`src/sv/rpn_stack_evaluator_top_assert.svh`:
```
// Assertion helpers for the RPN evaluator.
// The using module provides clk_i and rst_ni.
`ifndef RPN_STACK_EVALUATOR_TOP_ASSERT_SVH
`define RPN_STACK_EVALUATOR_TOP_ASSERT_SVH

// Implication checked at every clock edge outside reset.
`define RPN_ASSERT_IMPL(lbl, ante, cons, msg) \
  lbl: assert property (@(posedge clk_i) disable iff (!rst_ni) (ante) |-> (cons)) \
    else $error(msg);

// Invariant checked at every clock edge outside reset.
`define RPN_ASSERT_ALWAYS(lbl, cond, msg) \
  lbl: assert property (@(posedge clk_i) disable iff (!rst_ni) (cond)) \
    else $error(msg);

`endif

```
`src/sv/rpn_pkg.sv`:
```
`default_nettype none

package rpn_pkg;

  localparam int unsigned STACK_DEPTH   = 128;
  localparam int unsigned FRACTION_BITS = 16;

  // Quotient bits produced by the divider after the saturation pre-check.
  localparam int unsigned DIV_STEPS = 33;
  localparam int unsigned DIV_CNT_W = $clog2(DIV_STEPS + 1);

  typedef enum logic [2:0] {
    OP_PUSH   = 3'd0,
    OP_ADD    = 3'd1,
    OP_SUB    = 3'd2,
    OP_MUL    = 3'd3,
    OP_DIV    = 3'd4,
    OP_FINISH = 3'd5
  } op_e;

  typedef enum logic [2:0] {
    ST_OK       = 3'd0,
    ST_FEW      = 3'd1,
    ST_DIV_ZERO = 3'd2,
    ST_OVERFLOW = 3'd3,
    ST_BAD_DEPTH = 3'd4,
    ST_SKIPPED  = 3'd5
  } status_e;

  typedef enum logic [1:0] {
    STK_NONE   = 2'd0,
    STK_PUSH   = 2'd1,
    STK_POP_WR = 2'd2,
    STK_CLEAR  = 2'd3
  } stk_act_e;

  typedef enum logic [1:0] {
    TOP_ZERO = 2'd0,
    TOP_TOS  = 2'd1,
    TOP_VAL  = 2'd2,
    TOP_RES  = 2'd3
  } top_sel_e;

  typedef struct packed {
    logic [2:0]         op;
    logic signed [31:0] operand_value;
  } in_word_t;

  typedef struct packed {
    logic [2:0]         status;
    logic signed [31:0] top_value;
    logic               expression_done;
  } out_word_t;

  // Commands from the controller to the datapath.
  typedef struct packed {
    logic     capture;
    logic     rd_a;
    logic     mul_go;
    logic     div_go;
    stk_act_e stk;
    logic     err_set;
    logic     err_clr;
    logic     out_load;
    status_e  status;
    top_sel_e top_sel;
    logic     done;
  } cmd_t;

  // Status from the datapath to the controller.
  typedef struct packed {
    logic [2:0] op;
    logic       depth_zero;
    logic       depth_one;
    logic       depth_full;
    logic       depth_lt2;
    logic       err;
    status_e    err_code;
    logic       b_zero;
    logic       div_busy;
    logic       out_free;
  } stat_t;

  // Clamp a 33-bit signed sum to 32 bits.
  function automatic logic [31:0] sat_sum(input logic [32:0] s);
    logic [31:0] r;
    if (s[32] != s[31]) begin
      r = s[32] ? 32'h8000_0000 : 32'h7FFF_FFFF;
    end else begin
      r = s[31:0];
    end
    return r;
  endfunction

  // Apply sign to a magnitude and saturate; hi flags bits above 31.
  function automatic logic [31:0] sat_mag(input logic neg, input logic hi,
                                          input logic [31:0] lo);
    logic [31:0] r;
    if (hi || lo[31]) begin
      r = neg ? 32'h8000_0000 : 32'h7FFF_FFFF;
    end else begin
      r = neg ? (32'd0 - lo) : lo;
    end
    return r;
  endfunction

endpackage

`default_nettype wire

```
`src/sv/rpn_ctrl.sv`:
```
`default_nettype none

module rpn_ctrl (
  input  wire logic           clk_i,
  input  wire logic           rst_ni,
  input  wire logic           in_valid_i,
  output logic                in_stall_o,
  input  wire rpn_pkg::stat_t stat_i,
  output rpn_pkg::cmd_t       cmd_o
);

  typedef enum logic [5:0] {
    S_IDLE = 6'b000001,
    S_DEC  = 6'b000010,
    S_OPND = 6'b000100,
    S_MUL  = 6'b001000,
    S_DIV  = 6'b010000,
    S_WB   = 6'b100000
  } state_e;

  state_e state_q, state_d;

  always_ff @(posedge clk_i or negedge rst_ni) begin
    if (!rst_ni) begin
      state_q <= S_IDLE;
    end else begin
      state_q <= state_d;
    end
  end

  assign in_stall_o = (state_q != S_IDLE);

  // Sequence one word at a time
  always_comb begin
    state_d = state_q;
    cmd_o   = '0;
    case (state_q)
      S_IDLE: begin
        if (in_valid_i) begin
          cmd_o.capture = 1'b1;
          state_d       = S_DEC;
        end
      end

      S_DEC: begin
        if (stat_i.op == rpn_pkg::OP_FINISH) begin
          if (stat_i.out_free) begin
            cmd_o.out_load = 1'b1;
            cmd_o.done     = 1'b1;
            cmd_o.stk      = rpn_pkg::STK_CLEAR;
            cmd_o.err_clr  = 1'b1;
            if (stat_i.err) begin
              cmd_o.status = stat_i.err_code;
            end else if (!stat_i.depth_one) begin
              cmd_o.status = rpn_pkg::ST_BAD_DEPTH;
            end else begin
              cmd_o.top_sel = rpn_pkg::TOP_TOS;
            end
            state_d = S_IDLE;
          end
        end else if (stat_i.err) begin
          if (stat_i.out_free) begin
            cmd_o.out_load = 1'b1;
            cmd_o.status   = rpn_pkg::ST_SKIPPED;
            state_d        = S_IDLE;
          end
        end else begin
          case (stat_i.op)
            rpn_pkg::OP_PUSH: begin
              if (stat_i.out_free) begin
                cmd_o.out_load = 1'b1;
                if (stat_i.depth_full) begin
                  cmd_o.status  = rpn_pkg::ST_OVERFLOW;
                  cmd_o.err_set = 1'b1;
                end else begin
                  cmd_o.stk     = rpn_pkg::STK_PUSH;
                  cmd_o.top_sel = rpn_pkg::TOP_VAL;
                end
                state_d = S_IDLE;
              end
            end
            rpn_pkg::OP_ADD, rpn_pkg::OP_SUB, rpn_pkg::OP_MUL, rpn_pkg::OP_DIV: begin
              if (!stat_i.depth_lt2) begin
                cmd_o.rd_a = 1'b1;
                state_d    = S_OPND;
              end else if (stat_i.out_free) begin
                cmd_o.out_load = 1'b1;
                cmd_o.status   = rpn_pkg::ST_FEW;
                cmd_o.err_set  = 1'b1;
                state_d        = S_IDLE;
              end
            end
            default: begin
              // Unused codes: report the current top
              if (stat_i.out_free) begin
                cmd_o.out_load = 1'b1;
                cmd_o.top_sel  = stat_i.depth_zero ? rpn_pkg::TOP_ZERO : rpn_pkg::TOP_TOS;
                state_d        = S_IDLE;
              end
            end
          endcase
        end
      end

      S_OPND: begin
        case (stat_i.op)
          rpn_pkg::OP_MUL: begin
            cmd_o.mul_go = 1'b1;
            state_d      = S_MUL;
          end
          rpn_pkg::OP_DIV: begin
            if (!stat_i.b_zero) begin
              cmd_o.div_go = 1'b1;
              state_d      = S_DIV;
            end else if (stat_i.out_free) begin
              cmd_o.out_load = 1'b1;
              cmd_o.status   = rpn_pkg::ST_DIV_ZERO;
              cmd_o.err_set  = 1'b1;
              state_d        = S_IDLE;
            end
          end
          default: state_d = S_WB;
        endcase
      end

      S_MUL: state_d = S_WB;

      S_DIV: begin
        if (!stat_i.div_busy) begin
          state_d = S_WB;
        end
      end

      S_WB: begin
        if (stat_i.out_free) begin
          cmd_o.out_load = 1'b1;
          cmd_o.stk      = rpn_pkg::STK_POP_WR;
          cmd_o.top_sel  = rpn_pkg::TOP_RES;
          state_d        = S_IDLE;
        end
      end

      default: state_d = S_IDLE;
    endcase
  end

endmodule

`default_nettype wire

```
`config.mk`:
```
export PLATFORM = sky130hd
export DESIGN_NAME = rpn_ctrl
export DESIGN_NICKNAME = d
export VERILOG_FILES = /design/src/sv/rpn_stack_evaluator_top_assert.svh /design/src/sv/rpn_pkg.sv /design/src/sv/rpn_ctrl.sv
export SDC_FILE = /design/constraint.sdc
export NUM_CORES = 1
export LEC_CHECK = 0
export BUFFER_PORTS_ARGS = -buffer_cell sky130_fd_sc_hd__buf_2
export CAP_MARGIN = 25
export CORE_ASPECT_RATIO = 1.1
export CORE_MARGIN = 5
export CORE_UTILIZATION = 45
export DETAILED_ROUTE_END_ITERATION = 16
export GPL_TIMING_DRIVEN = 0
export HOLD_SLACK_MARGIN = 0.03
export PLACE_DENSITY = 0.83
export SLEW_MARGIN = 20
export SYNTH_ARGS = -nofsm -noshare
export SYNTH_HDL_FRONTEND = slang
export SYNTH_SLANG_ARGS = --single-unit
```
`constraint.sdc`:
```
create_clock -name clk_i -period 2.44 [get_ports clk_i]
set_clock_uncertainty 0.05 [all_clocks]
set_input_delay 0.122 -clock clk_i [delete_from_list [all_inputs] [get_ports clk_i]]
set_output_delay 0.122 -clock clk_i [all_outputs]
set_load 0.005 [all_outputs]
```
# Yosys cells after proc, flatten, opt, wreduce, memory -nomap -nowiden

Cells that the tools add are included.

Flip-flop bits (word level): 6
Input port bits: 17
Output and inout port bits: 16
Word-level logic and storage cells: 84

Eq/ne operators: 14
Multiplexer cells: 66
Reduce and logical (&&, ||, !) cells: 3

Operator list:

| cell                                          | number |
|---|---|
| 2-to-1 mux 6 bit                              | 10 |
| one-hot mux 6 bit (6 select lines)            | 1 |
| 2-to-1 mux 4 bit                              | 7 |
| 2-to-1 mux 1 bit                              | 25 |
| 2-to-1 mux 2 bit                              | 8 |
| 2-to-1 mux 3 bit                              | 4 |
| one-hot mux 2 bit (2 select lines)            | 3 |
| one-hot mux 3 bit (2 select lines)            | 2 |
| one-hot mux 6 bit (2 select lines)            | 1 |
| 2-to-1 mux 8 bit                              | 1 |
| == test 3 x 2 -> 1 bit, second input constant | 2 |
| == test 3 bit, second input constant          | 2 |
| == test 6 x 1 -> 1 bit, second input constant | 1 |
| == test 6 x 2 -> 1 bit, second input constant | 1 |
| == test 6 x 3 -> 1 bit, second input constant | 1 |
| == test 6 x 4 -> 1 bit, second input constant | 1 |
| == test 6 x 5 -> 1 bit, second input constant | 1 |
| == test 6 bit, second input constant          | 1 |
| != test 6 x 1 -> 1 bit, second input constant | 1 |
| one-hot mux 1 bit (2 select lines)            | 3 |
| != test 2 bit, second input constant          | 2 |
| OR reduction 4 bit                            | 1 |
| == test 3 x 1 -> 1 bit, second input constant | 1 |
| zero test 3 bit                               | 1 |
| 2 further kinds                               | 2 |

# Depth between registers and ports, before layout

Gate-level depths: netlist of run 1.

Word-level depth: 6
Mapped depth: 6
Mapped depth without buffers: 4

# Least setup slack after synthesis of run 1

OpenSTA, ideal clock, no wires.

Path kind: register to output
From: register state_q[2]
To: output cmd_o[1] (netlist bit)
Arrival time: 1.918 ns
Data required time: 2.268 ns
Setup slack: 0.350 ns
Stages on the path, launching flop included: 6
Buffers on the path: 1
Path through: dfrtp_1 > buf_6 > or4_4 > or2_4 > or4_1 > a21oi_1

RTL lines:

| what                   | RTL line       | RTL |
|---|---|---|
| from (decl)            | rpn_ctrl.sv:21 | `state_e state_q, state_d;` |
| from (signal assigned) | rpn_ctrl.sv:27 | `state_q <= state_d;` |
| to (decl)              | rpn_ctrl.sv:9  | `output rpn_pkg::cmd_t cmd_o` |

==> results of run 1 <==
layer usage:
layer / wire, um / vias to the layer above
met5: 0 / -
met4: 69 / 0
met3: 146 / 7
met2: 1218 / 45
met1: 920 / 430
li1: - / 459
Yosys cell counts (3+ instances only):
master and instances:
nor2_1 12, nand3_1 3, a21oi_1 6, inv_1 5, nor2b_1 3, nand2_1 5
nand2b_1 3, o21ai_0 8, dfrtp_1 5, nor3_1 4
power groups by stage:
stage	clock network (mW)	logic [mW]	registers [mW]
4_1_cts	0.116	0.249	0.147
2_1_floorplan	0	0.163	0.141
3_3_place_gp	0	0.226	0.149
3_5_place_dp	0	0.238	0.149
5_1_grt	0.124	0.281	0.151
6_report	0.115	0.252	0.149
per-stage QoR:
step                      setup slack [ns]  power, mW  TNS, ns
after floorplan                     0.3503     0.3047        0
after global placement              0.1758     0.3747        0
after detailed placement            0.1521     0.3868        0
after CTS                         0.005108     0.5123        0
after global routing               -0.1017     0.5559  -0.1188
final                              0.01616     0.5158        0
final timing paths:
kind / end / slack [ns] / cells past startpoint
max: cmd_o[8] / 0.02 / 6
min: state_q[1]$_DFFE_PN0P_ / 0.13 / 3
max reg2reg: state_q[0]$_DFFE_PN1P_ / 0.45 / 5
min reg2reg: state_q[5]$_DFFE_PN0P_ / 0.59 / 2
max in group asynchronous: state_q[0]$_DFFE_PN1P_ / 1.95 / 2
min in group asynchronous: state_q[2]$_DFFE_PN0P_ / 0.16 / 2
kinds of logic after synthesis:
| logic type | Yosys count |
|---|---|
| simple gates | 55 |
| compound gates | 28 |
| buf+inv | 8 |
| flops | 6 |
| mux | 2 |
critical path, stage by stage, from the launching register on:
cell	delay, ns
dfrtp_2	0.43
or4_4	0.55
or2_4	0.25
buf_4	0.14
a2111oi_1	0.35
o21a_1	0.16
buf_2	0.10
timing repair:
| action | 4_1_cts | 5_1_grt |
|---|---|---|
| endpoints found under the hold margin | 6 | 0 |
| hold buffers | 1 | 0 |
| buffers inserted | 1 | 3 |
| gates resized for setup | 3 | 2 |
| endpoints found under the setup margin | 1 | 2 |
| pin swaps | 3 | 0 |
cell type report:
| cell class | count | area [um2] |
|---|---|---|
| well taps | 17 | 21.27 |
| inverters | 5 | 18.77 |
| multi-input cells | 85 | 549.3 |
| fillers | 147 | 570.5 |
| flip-flops and latches | 6 | 153.9 |
| clock buffers | 4 | 26.28 |
| plain buffers | 3 | 22.52 |
| repair buffers | 36 | 195.2 |
==> run metrics, run 1 <==
Yosys warning total=0; Global Route Usage Sum=18.37%; Ant. Diodes=0; Post-synth EDFFs=0; Die Width=48.49 um; final hold slack=between 0.1 and 0.15 ns; main area contributors after synthesis=dfrtp_1 17%, nor2_1 6.1%, o21ai_0 5.5%, a21oi_1 4.1%, dfstp_2 3.6%; worst setup path startpoint=state_q[4]$_DFFE_PN0P_; post-synthesis compound-gate area fraction=25.77%; Seq/Total Area, Yosys=20.65%; Crit Path Class=reg2out; Internal=slightly above 0.3 mW; Initial Util=47.07%; Peak VDD IR=0.2984 mV; CTS Buffer Depth=2; clock power share=22.2%; Post-synth ARST share=100.0%; synth-to-layout area growth=34.64%; mean routed wirelength per cell=15.10 um; Primary FF master, synth=dfrtp_1; grt met1 use=19.52%; hold_sp=in_valid_i; top flop regs=state_q x6; RR Startpoint=state_q[4]$_DFFE_PN0P_; Mapped Cells=a little under 100; logic gate share of total power=48.9%; RSZ-0062 raised after global routing=yes; M2 GR Usage=32.17%; Seq pwr share=approximately 29%; DR iter-0 viols=37; max-slew violations=0; Clk Latency, worst-skew pair=0.27 ns; number of remaining DRC errors=0; maximum clock frequency=~0.41 GHz; element type at the critical path end=output port; largest net degree at the start of global routing=11; worst-margin pin slew=~0.55 ns; post-synth top area share=17.06%; CTS tree=yes; port bufs=31; synthesized flop and latch total=6; outcome=finished, final reports clean; Routed Antenna Nets=0; Final Cell Area=987.2 um2; core area=0.001558 mm2; WP data arrival=2.25 ns; multiplexer share of the synthesized area=2.901%; root buf cell=clkbuf_4; vias in the first global route=890; class of the worst hold path=in2reg; Max-slew headroom=between 60% and 70%; # rows=15; gr ovfl total=0; Placed Area=~910 um2; Net Sw Frac=40.85%; Final Routed Wirelength=2355 um; post-placement cell count=147; Pre-antenna DRT Iters=4; Most Used Layer, Global Route=met2; Simple-Gate Fraction of Synth Area=a little under half; Most flops, register=state_q; DIE AREA=0.002537 mm2; Setup Viol. Count Final=0; period utilization=99.34%; P_leak=0.4632 nW; Synth Area in Adders=0%; Hold Vio Cnt, Final=0; total number of H-tree levels=1; vias per cell=6.032; Power Density=522.5 mW/mm2; Die Height=about 52 um; Net Switching=roughly 0.21 mW; Syn Area/Cell=7.406 um2; Final Non-Filler Cells=156; clock-pin slew on the worst setup and hold paths=~0.060 ns; Final min period=2.424 ns; post-synthesis xor/xnor area fraction=0%; final net count=between 150 and 200; I/O pins=33; first-pass GRT wire length=around 3700 um; final core occ=63.37%; Clock Sinks=6; critical path required time=2.27 ns; Post-Syn Area=around 730 um2; combinational family with the most area after synthesis=simple AND/OR/NAND/NOR gates; CP startpoint kind=register; detailed placer's ending HPWL=1704 um; most frequent cells in the layout=31 x buf_2, 12 x nor2_1, 8 x o21ai_0; Distinct cells, synth=46; number of flip-flops under the largest register name=6; antenna violations before repair=0; met3 Track Usage GR=3.419%; CTS Buf Count=3; commonest non-fill, non-tap cell in the layout=buf_2; proportion of layout cells with a drive suffix above 1=around 40%; RD Place Congestion=0.9232; largest fanout on the critical path=5; post-synth top area cell=dfrtp_1; net count after synthesis=116; Max-cap violations=0; Vias=941
(Power assumes the default switching activity.)
==> inputs of run 2 (changes only) <==
--- a/config.mk
+++ b/config.mk
@@ -7,13 +7,15 @@
 export LEC_CHECK = 0
 export BUFFER_PORTS_ARGS = -buffer_cell sky130_fd_sc_hd__buf_2
 export CAP_MARGIN = 25
+export CELL_PAD_IN_SITES_DETAIL_PLACEMENT = 0
+export CELL_PAD_IN_SITES_GLOBAL_PLACEMENT = 2
 export CORE_ASPECT_RATIO = 1.1
 export CORE_MARGIN = 5
-export CORE_UTILIZATION = 45
+export CORE_UTILIZATION = 24
 export DETAILED_ROUTE_END_ITERATION = 16
 export GPL_TIMING_DRIVEN = 0
 export HOLD_SLACK_MARGIN = 0.03
-export PLACE_DENSITY = 0.83
+export PLACE_DENSITY = 0.84
 export SLEW_MARGIN = 20
 export SYNTH_ARGS = -nofsm -noshare
 export SYNTH_HDL_FRONTEND = slang
==> run metrics, run 2 (same netlist as run 1, synthesis figures left out) <==
outcome=finished, final reports clean; I/O pins=33 (unchanged); Max-cap violations=0 (unchanged); Max-slew headroom=65.86% (+2.7 points); synth-to-layout area growth=37.37%; Power Total=0.5001 mW (-3.0%); Crit Path Class=reg2out; Net Switching=0.1962 mW (-6.9%); first-pass GRT wire length=4105 um (+10%); largest fanout on the critical path=5 (unchanged); Setup Viol. Count Final=0 (unchanged); CTS Buf Count=3 (unchanged); number of flip-flops under the largest register name=6 (unchanged); P_leak=0.4671 nW (+0.84%); Pre-antenna DRT Iters=4 (unchanged); DR iter-0 viols=31 (-16%); vias in the first global route=912 (+2.5%); RD Place Congestion=0.8079 (-12%); CTS tree=yes; critical path required time=2.27 ns (about the same); logic gate share of total power=49.7% (+0.8 points); Final min period=2.381 ns (-0.04247 ns); element type at the critical path end=output port; Net Sw Frac=39.24% (-1.6 points); mean routed wirelength per cell=14.11 um (-6.5%); clock-pin slew on the worst setup and hold paths=0.05 ns (about the same); detailed placer's ending HPWL=1913 um (+12%); top flop regs=state_q x6; Die Width=62.70 um (+29%); maximum clock frequency=0.4199 GHz (+1.8%); vias per cell=5.195 (-14%); final net count=158 (+0.64%); number of remaining DRC errors=0 (unchanged); Die Height=67.97 um (+30%); RSZ-0062 raised after global routing=yes; Ant. Diodes=0 (unchanged); Peak VDD IR=0.4948 mV (+66%); Most flops, register=state_q; CTS Buffer Depth=2 (unchanged); port bufs=31 (unchanged); Clk Latency, worst-skew pair=0.25 ns (-0.02 ns); Seq pwr share=29.8% (+0.9 points); Vias=904 (-3.9%); Hold Vio Cnt, Final=0 (unchanged); Internal=0.3039 mW (-0.40%); antenna violations before repair=0 (unchanged); period utilization=97.60% (-1.7 points); proportion of layout cells with a drive suffix above 1=37.86% (-0.99 points); WP data arrival=2.21 ns (-0.04 ns); gr ovfl total=0 (unchanged); Routed Antenna Nets=0 (unchanged); class of the worst hold path=in2reg; most frequent cells in the layout=31 x buf_2, 12 x nor2_1, 8 x o21ai_0; Initial Util=24.48% (-23 points); max-slew violations=0 (unchanged); total number of H-tree levels=1 (unchanged); # rows=21 (+6); final hold slack=0.1226 ns (-0.01084 ns); core area=0.002995 mm2 (+92%); Global Route Usage Sum=11.87% (-6.5 points); largest net degree at the start of global routing=11 (unchanged); root buf cell=clkbuf_4; Clock Sinks=6 (unchanged); commonest non-fill, non-tap cell in the layout=buf_2; Final Routed Wirelength=2455 um (+4.2%); clock power share=20.4% (-1.8 points); DIE AREA=0.004262 mm2 (+68%); CP startpoint kind=register; Power Density=496.5 mW/mm2 (-5.0%); worst-margin pin slew=0.5050 ns (-0.04048 ns)
==> run 2: cell count changes in the layout (fill, tap and decap cells not counted) <==
cell,delta
a21oi_1,+1
buf_4,+1
or4_4,-1
a2111oi_1,-1
or4_1,+1
a21oi_2,-1
a2111oi_0,+1
==> run 2: per-stage QoR <==
stage / cells / utilization (%) / setup slack, ns / TNS [ns] / cell area (um2)
3_5_place_dp: 164 / 31.08 / 0.1893 / 0 / 930.9
5_1_grt: 174 / 33.63 / -0.01626 / -0.01626 / 1007
2_1_floorplan: 99 / - / 0.3503 / 0 / 733.2
4_1_cts: 170 / 32.54 / 0.01518 / 0 / 974.7
6_report: 174 / 33.63 / 0.05863 / 0 / 1007
3_3_place_gp: 164 / 31.08 / 0.1437 / 0 / 930.9
==> run 2: per-layer routing <==
layer | vias to the layer above | wire (um) | GRT usage (%)
met2 | 36 | 1139 | 19.95
met1 | 406 | 1157 | 15.54
met4 | 0 | 17 | 3.183
li1 | 459 | - | -
met5 | - | 0 | 0
met3 | 3 | 141 | 2.463
==> run 2: power by group through the flow <==
| stage | registers (mW) | clock network [mW] | logic (mW) |
|---|---|---|---|
| after global placement | 0.151 | 0 | 0.235 |
| after detailed placement | 0.149 | 0 | 0.238 |
| after floorplan | 0.141 | 0 | 0.163 |
| final | 0.149 | 0.102 | 0.249 |
| after global routing | 0.153 | 0.107 | 0.283 |
| after CTS | 0.149 | 0.101 | 0.249 |
==> run 2: final timing paths <==
path / from / to / slack (ns) / depth (start not counted)
worst max-delay path: state_q[4]$_DFFE_PN0P_ / cmd_o[1] / 0.06 / 5
worst min-delay path: in_valid_i / state_q[1]$_DFFE_PN0P_ / 0.12 / 3
worst max register to register: state_q[4]$_DFFE_PN0P_ / state_q[0]$_DFFE_PN1P_ / 0.47 / 5
worst min register to register: state_q[2]$_DFFE_PN0P_ / state_q[2]$_DFFE_PN0P_ / 0.59 / 2
max in group asynchronous: rst_ni / state_q[0]$_DFFE_PN1P_ / 1.94 / 2
min in group asynchronous: rst_ni / state_q[3]$_DFFE_PN0P_ / 0.17 / 2
==> run 2: critical path, cell delays in order, from the launching register on <==
cell	delay [ns]
dfrtp_2	0.43
or4_4	0.55
or2_4	0.25
or4_1	0.46
a21oi_1	0.14
buf_2	0.13
==> run 2: area by class of cell <==
class	count	area (um2)
buffer	3	22.52
clock buffer	4	26.28
fill	335	1988
inverter	5	18.77
multi-input combinational	85	540.5
sequential	6	153.9
tap	34	42.54
timing repair buffer	37	202.7
==> run 2: repair_timing <==
item                                    4_1_cts  5_1_grt
hold buffers                                  1        0
gates resized for setup                       0        2
endpoints found under the hold margin         6        0
endpoints found under the setup margin        1        2
buffers inserted                              1        4
pin swaps                                     3        0
==> inputs of run 3 (changes only) <==
--- a/config.mk
+++ b/config.mk
@@ -16,6 +16,7 @@
 export GPL_TIMING_DRIVEN = 0
 export HOLD_SLACK_MARGIN = 0.03
 export PLACE_DENSITY = 0.84
+export REMOVE_ABC_BUFFERS = 1
 export SLEW_MARGIN = 20
 export SYNTH_ARGS = -nofsm -noshare
 export SYNTH_HDL_FRONTEND = slang
==> run metrics, run 3 (same netlist as run 1, synthesis figures left out) <==
outcome=finished, final reports clean; synth-to-layout area growth=36.01%; gr ovfl total=0 (unchanged); WP data arrival=2.17 ns (-0.04 ns); DR iter-0 viols=26 (-16%); Final min period=2.337 ns (-0.04390 ns); root buf cell=clkbuf_4; number of flip-flops under the largest register name=6 (unchanged); Pre-antenna DRT Iters=4 (unchanged); port bufs=32 (+3.2%); Initial Util=24.48% (unchanged); Die Width=62.70 um (unchanged); DIE AREA=0.004262 mm2 (unchanged); Vias=901 (-0.33%); first-pass GRT wire length=4112 um (+0.17%); # rows=21 (unchanged); Max-slew headroom=66.16% (+0.30 points); Clock Sinks=6 (unchanged); core area=0.002995 mm2 (unchanged); detailed placer's ending HPWL=1864 um (-2.6%); Net Switching=0.1940 mW (-1.1%); antenna violations before repair=0 (unchanged); Net Sw Frac=39.10% (-0.13 points); Clk Latency, worst-skew pair=0.24 ns (about the same); Crit-path slowest cell=or4_4; Max-cap violations=0 (unchanged); commonest non-fill, non-tap cell in the layout=buf_2; max-slew violations=0 (unchanged); CTS tree=yes; Power Density=497.5 mW/mm2 (+0.21%); P_leak=0.4544 nW (-2.7%); Hold Vio Cnt, Final=0 (unchanged); critical path's top delay family=simple AND/OR/NAND/NOR gates; clock power share=19.6% (-0.8 points); largest net degree at the start of global routing=11 (unchanged); CTS Buf Count=3 (unchanged); Peak VDD IR=0.3093 mV (-38%); Routed Antenna Nets=0 (unchanged); CP most frequent cell=or4_4; Most flops, register=state_q; RSZ-0062 raised after global routing=no; clock-pin slew on the worst setup and hold paths=0.04 ns (about the same); maximum clock frequency=0.4278 GHz (+1.9%); setup TNS=0 ns (unchanged); logic gate share of total power=50.5% (+0.8 points); Global Route Usage Sum=11.66% (-0.21 points); Internal=0.3021 mW (-0.57%); CP Buf/Inv Count=1 (unchanged); most frequent cells in the layout=32 x buf_2, 12 x nor2_1, 8 x o21ai_0; I/O pins=33 (unchanged); RD Place Congestion=0.7853 (-2.8%); period utilization=95.80% (-1.8 points); vias per cell=5.269 (+1.4%); critical path required time=2.27 ns (about the same); Ant. Diodes=0 (unchanged); Final Routed Wirelength=2412 um (-1.8%); CP startpoint kind=register; Die Height=67.97 um (unchanged); worst-margin pin slew=0.5005 ns (-0.004454 ns); largest fanout on the critical path=4 (-1); total number of H-tree levels=1 (unchanged); CTS Buffer Depth=2 (unchanged); proportion of layout cells with a drive suffix above 1=40.15% (+2.3 points); crit path cell chain=or4_4 -> or2_4 -> or4_4 -> a21oi_2 -> buf_2; class of the worst hold path=in2reg; mean routed wirelength per cell=14.11 um (about the same); vias in the first global route=928 (+1.8%); number of remaining DRC errors=0 (unchanged); Seq pwr share=30.0% (+0.2 points); # fillers=338 (+0.90%); CP max stage delay=0.56 ns (about the same); Setup Viol. Count Final=0 (unchanged); final hold slack=0.1653 ns (+0.04272 ns); final net count=155 (-1.9%); element type at the critical path end=output port; Crit Path Class=reg2out; top flop regs=state_q x6
## run 3: what timing repair did
item | 4_1_cts | 5_1_grt
buffers inserted | 3 | 1
pin swaps | 1 | 4
hold endpoints to repair | 6 | 0
cloned | 0 | 0
gates resized for setup | 4 | 3
endpoints found under the setup margin | 1 | 1
hold buffers | 1 | 0
## run 3: final timing paths
path	from	slack (ns)	end	depth (start not counted)
worst max-delay path	state_q[5]$_DFFE_PN0P_	0.10	cmd_o[1]	5
worst min-delay path	in_valid_i	0.17	state_q[1]$_DFFE_PN0P_	3
worst max register to register	state_q[2]$_DFFE_PN0P_	0.52	state_q[0]$_DFFE_PN1P_	5
worst min register to register	state_q[1]$_DFFE_PN0P_	0.66	state_q[1]$_DFFE_PN0P_	2
max in group asynchronous	rst_ni	1.95	state_q[0]$_DFFE_PN1P_	2
min in group asynchronous	rst_ni	0.18	state_q[3]$_DFFE_PN0P_	2
## run 3: worst reg2reg max path: stages (launching register included)
cell     delay [ns]
dfrtp_2        0.41
buf_4          0.17
nor4b_1        0.48
nand2_1        0.18
and3_2         0.25
o32ai_1        0.28
## run 3: per-stage QoR
step                      instances  cell area (um2)  worst slack (ns)  utilization, %  power [mW]
final                           171            997.2            0.1025           33.29      0.4961
after global routing            171            997.2           0.01130           33.29      0.5509
after CTS                       170            979.7           0.01476           32.71      0.4911
after detailed placement        162            913.4            0.1725           30.49      0.3868
after global placement          162            913.4            0.1657           30.49      0.3857
after floorplan                  96            710.7            0.3832               -      0.3013
## run 3: routing by layer
| metal | wire length (um) | track usage (%) | part of all wire (%) |
|---|---|---|---|
| met1 | 1165 | 15.54 | 48 |
| met2 | 1122 | 19.69 | 47 |
| met3 | 124 | 2.135 | 5.1 |
| met4 | 0 | 2.653 | 0 |
| met5 | 0 | 0 | 0 |
## run 3: power by group through the flow
| stage | Combinational [mW] | Sequential (mW) | Clock (mW) |
|---|---|---|---|
| 4_1_cts | 0.243 | 0.147 | 0.101 |
| 6_report | 0.250 | 0.149 | 0.0970 |
| 5_1_grt | 0.288 | 0.152 | 0.111 |
| 3_5_place_dp | 0.237 | 0.150 | 0 |
| 2_1_floorplan | 0.159 | 0.142 | 0 |
| 3_3_place_gp | 0.235 | 0.151 | 0 |
## run 3: layout make-up
class                      instances  area [um2]  share of cell area (%)
tap                               34       42.54                   4.266
timing repair buffer              37       200.2                   20.08
inverter                           5       18.77                   1.882
sequential                         6       155.1                   15.56
clock buffer                       4       26.28                   2.635
multi-input combinational         85       554.3                   55.58
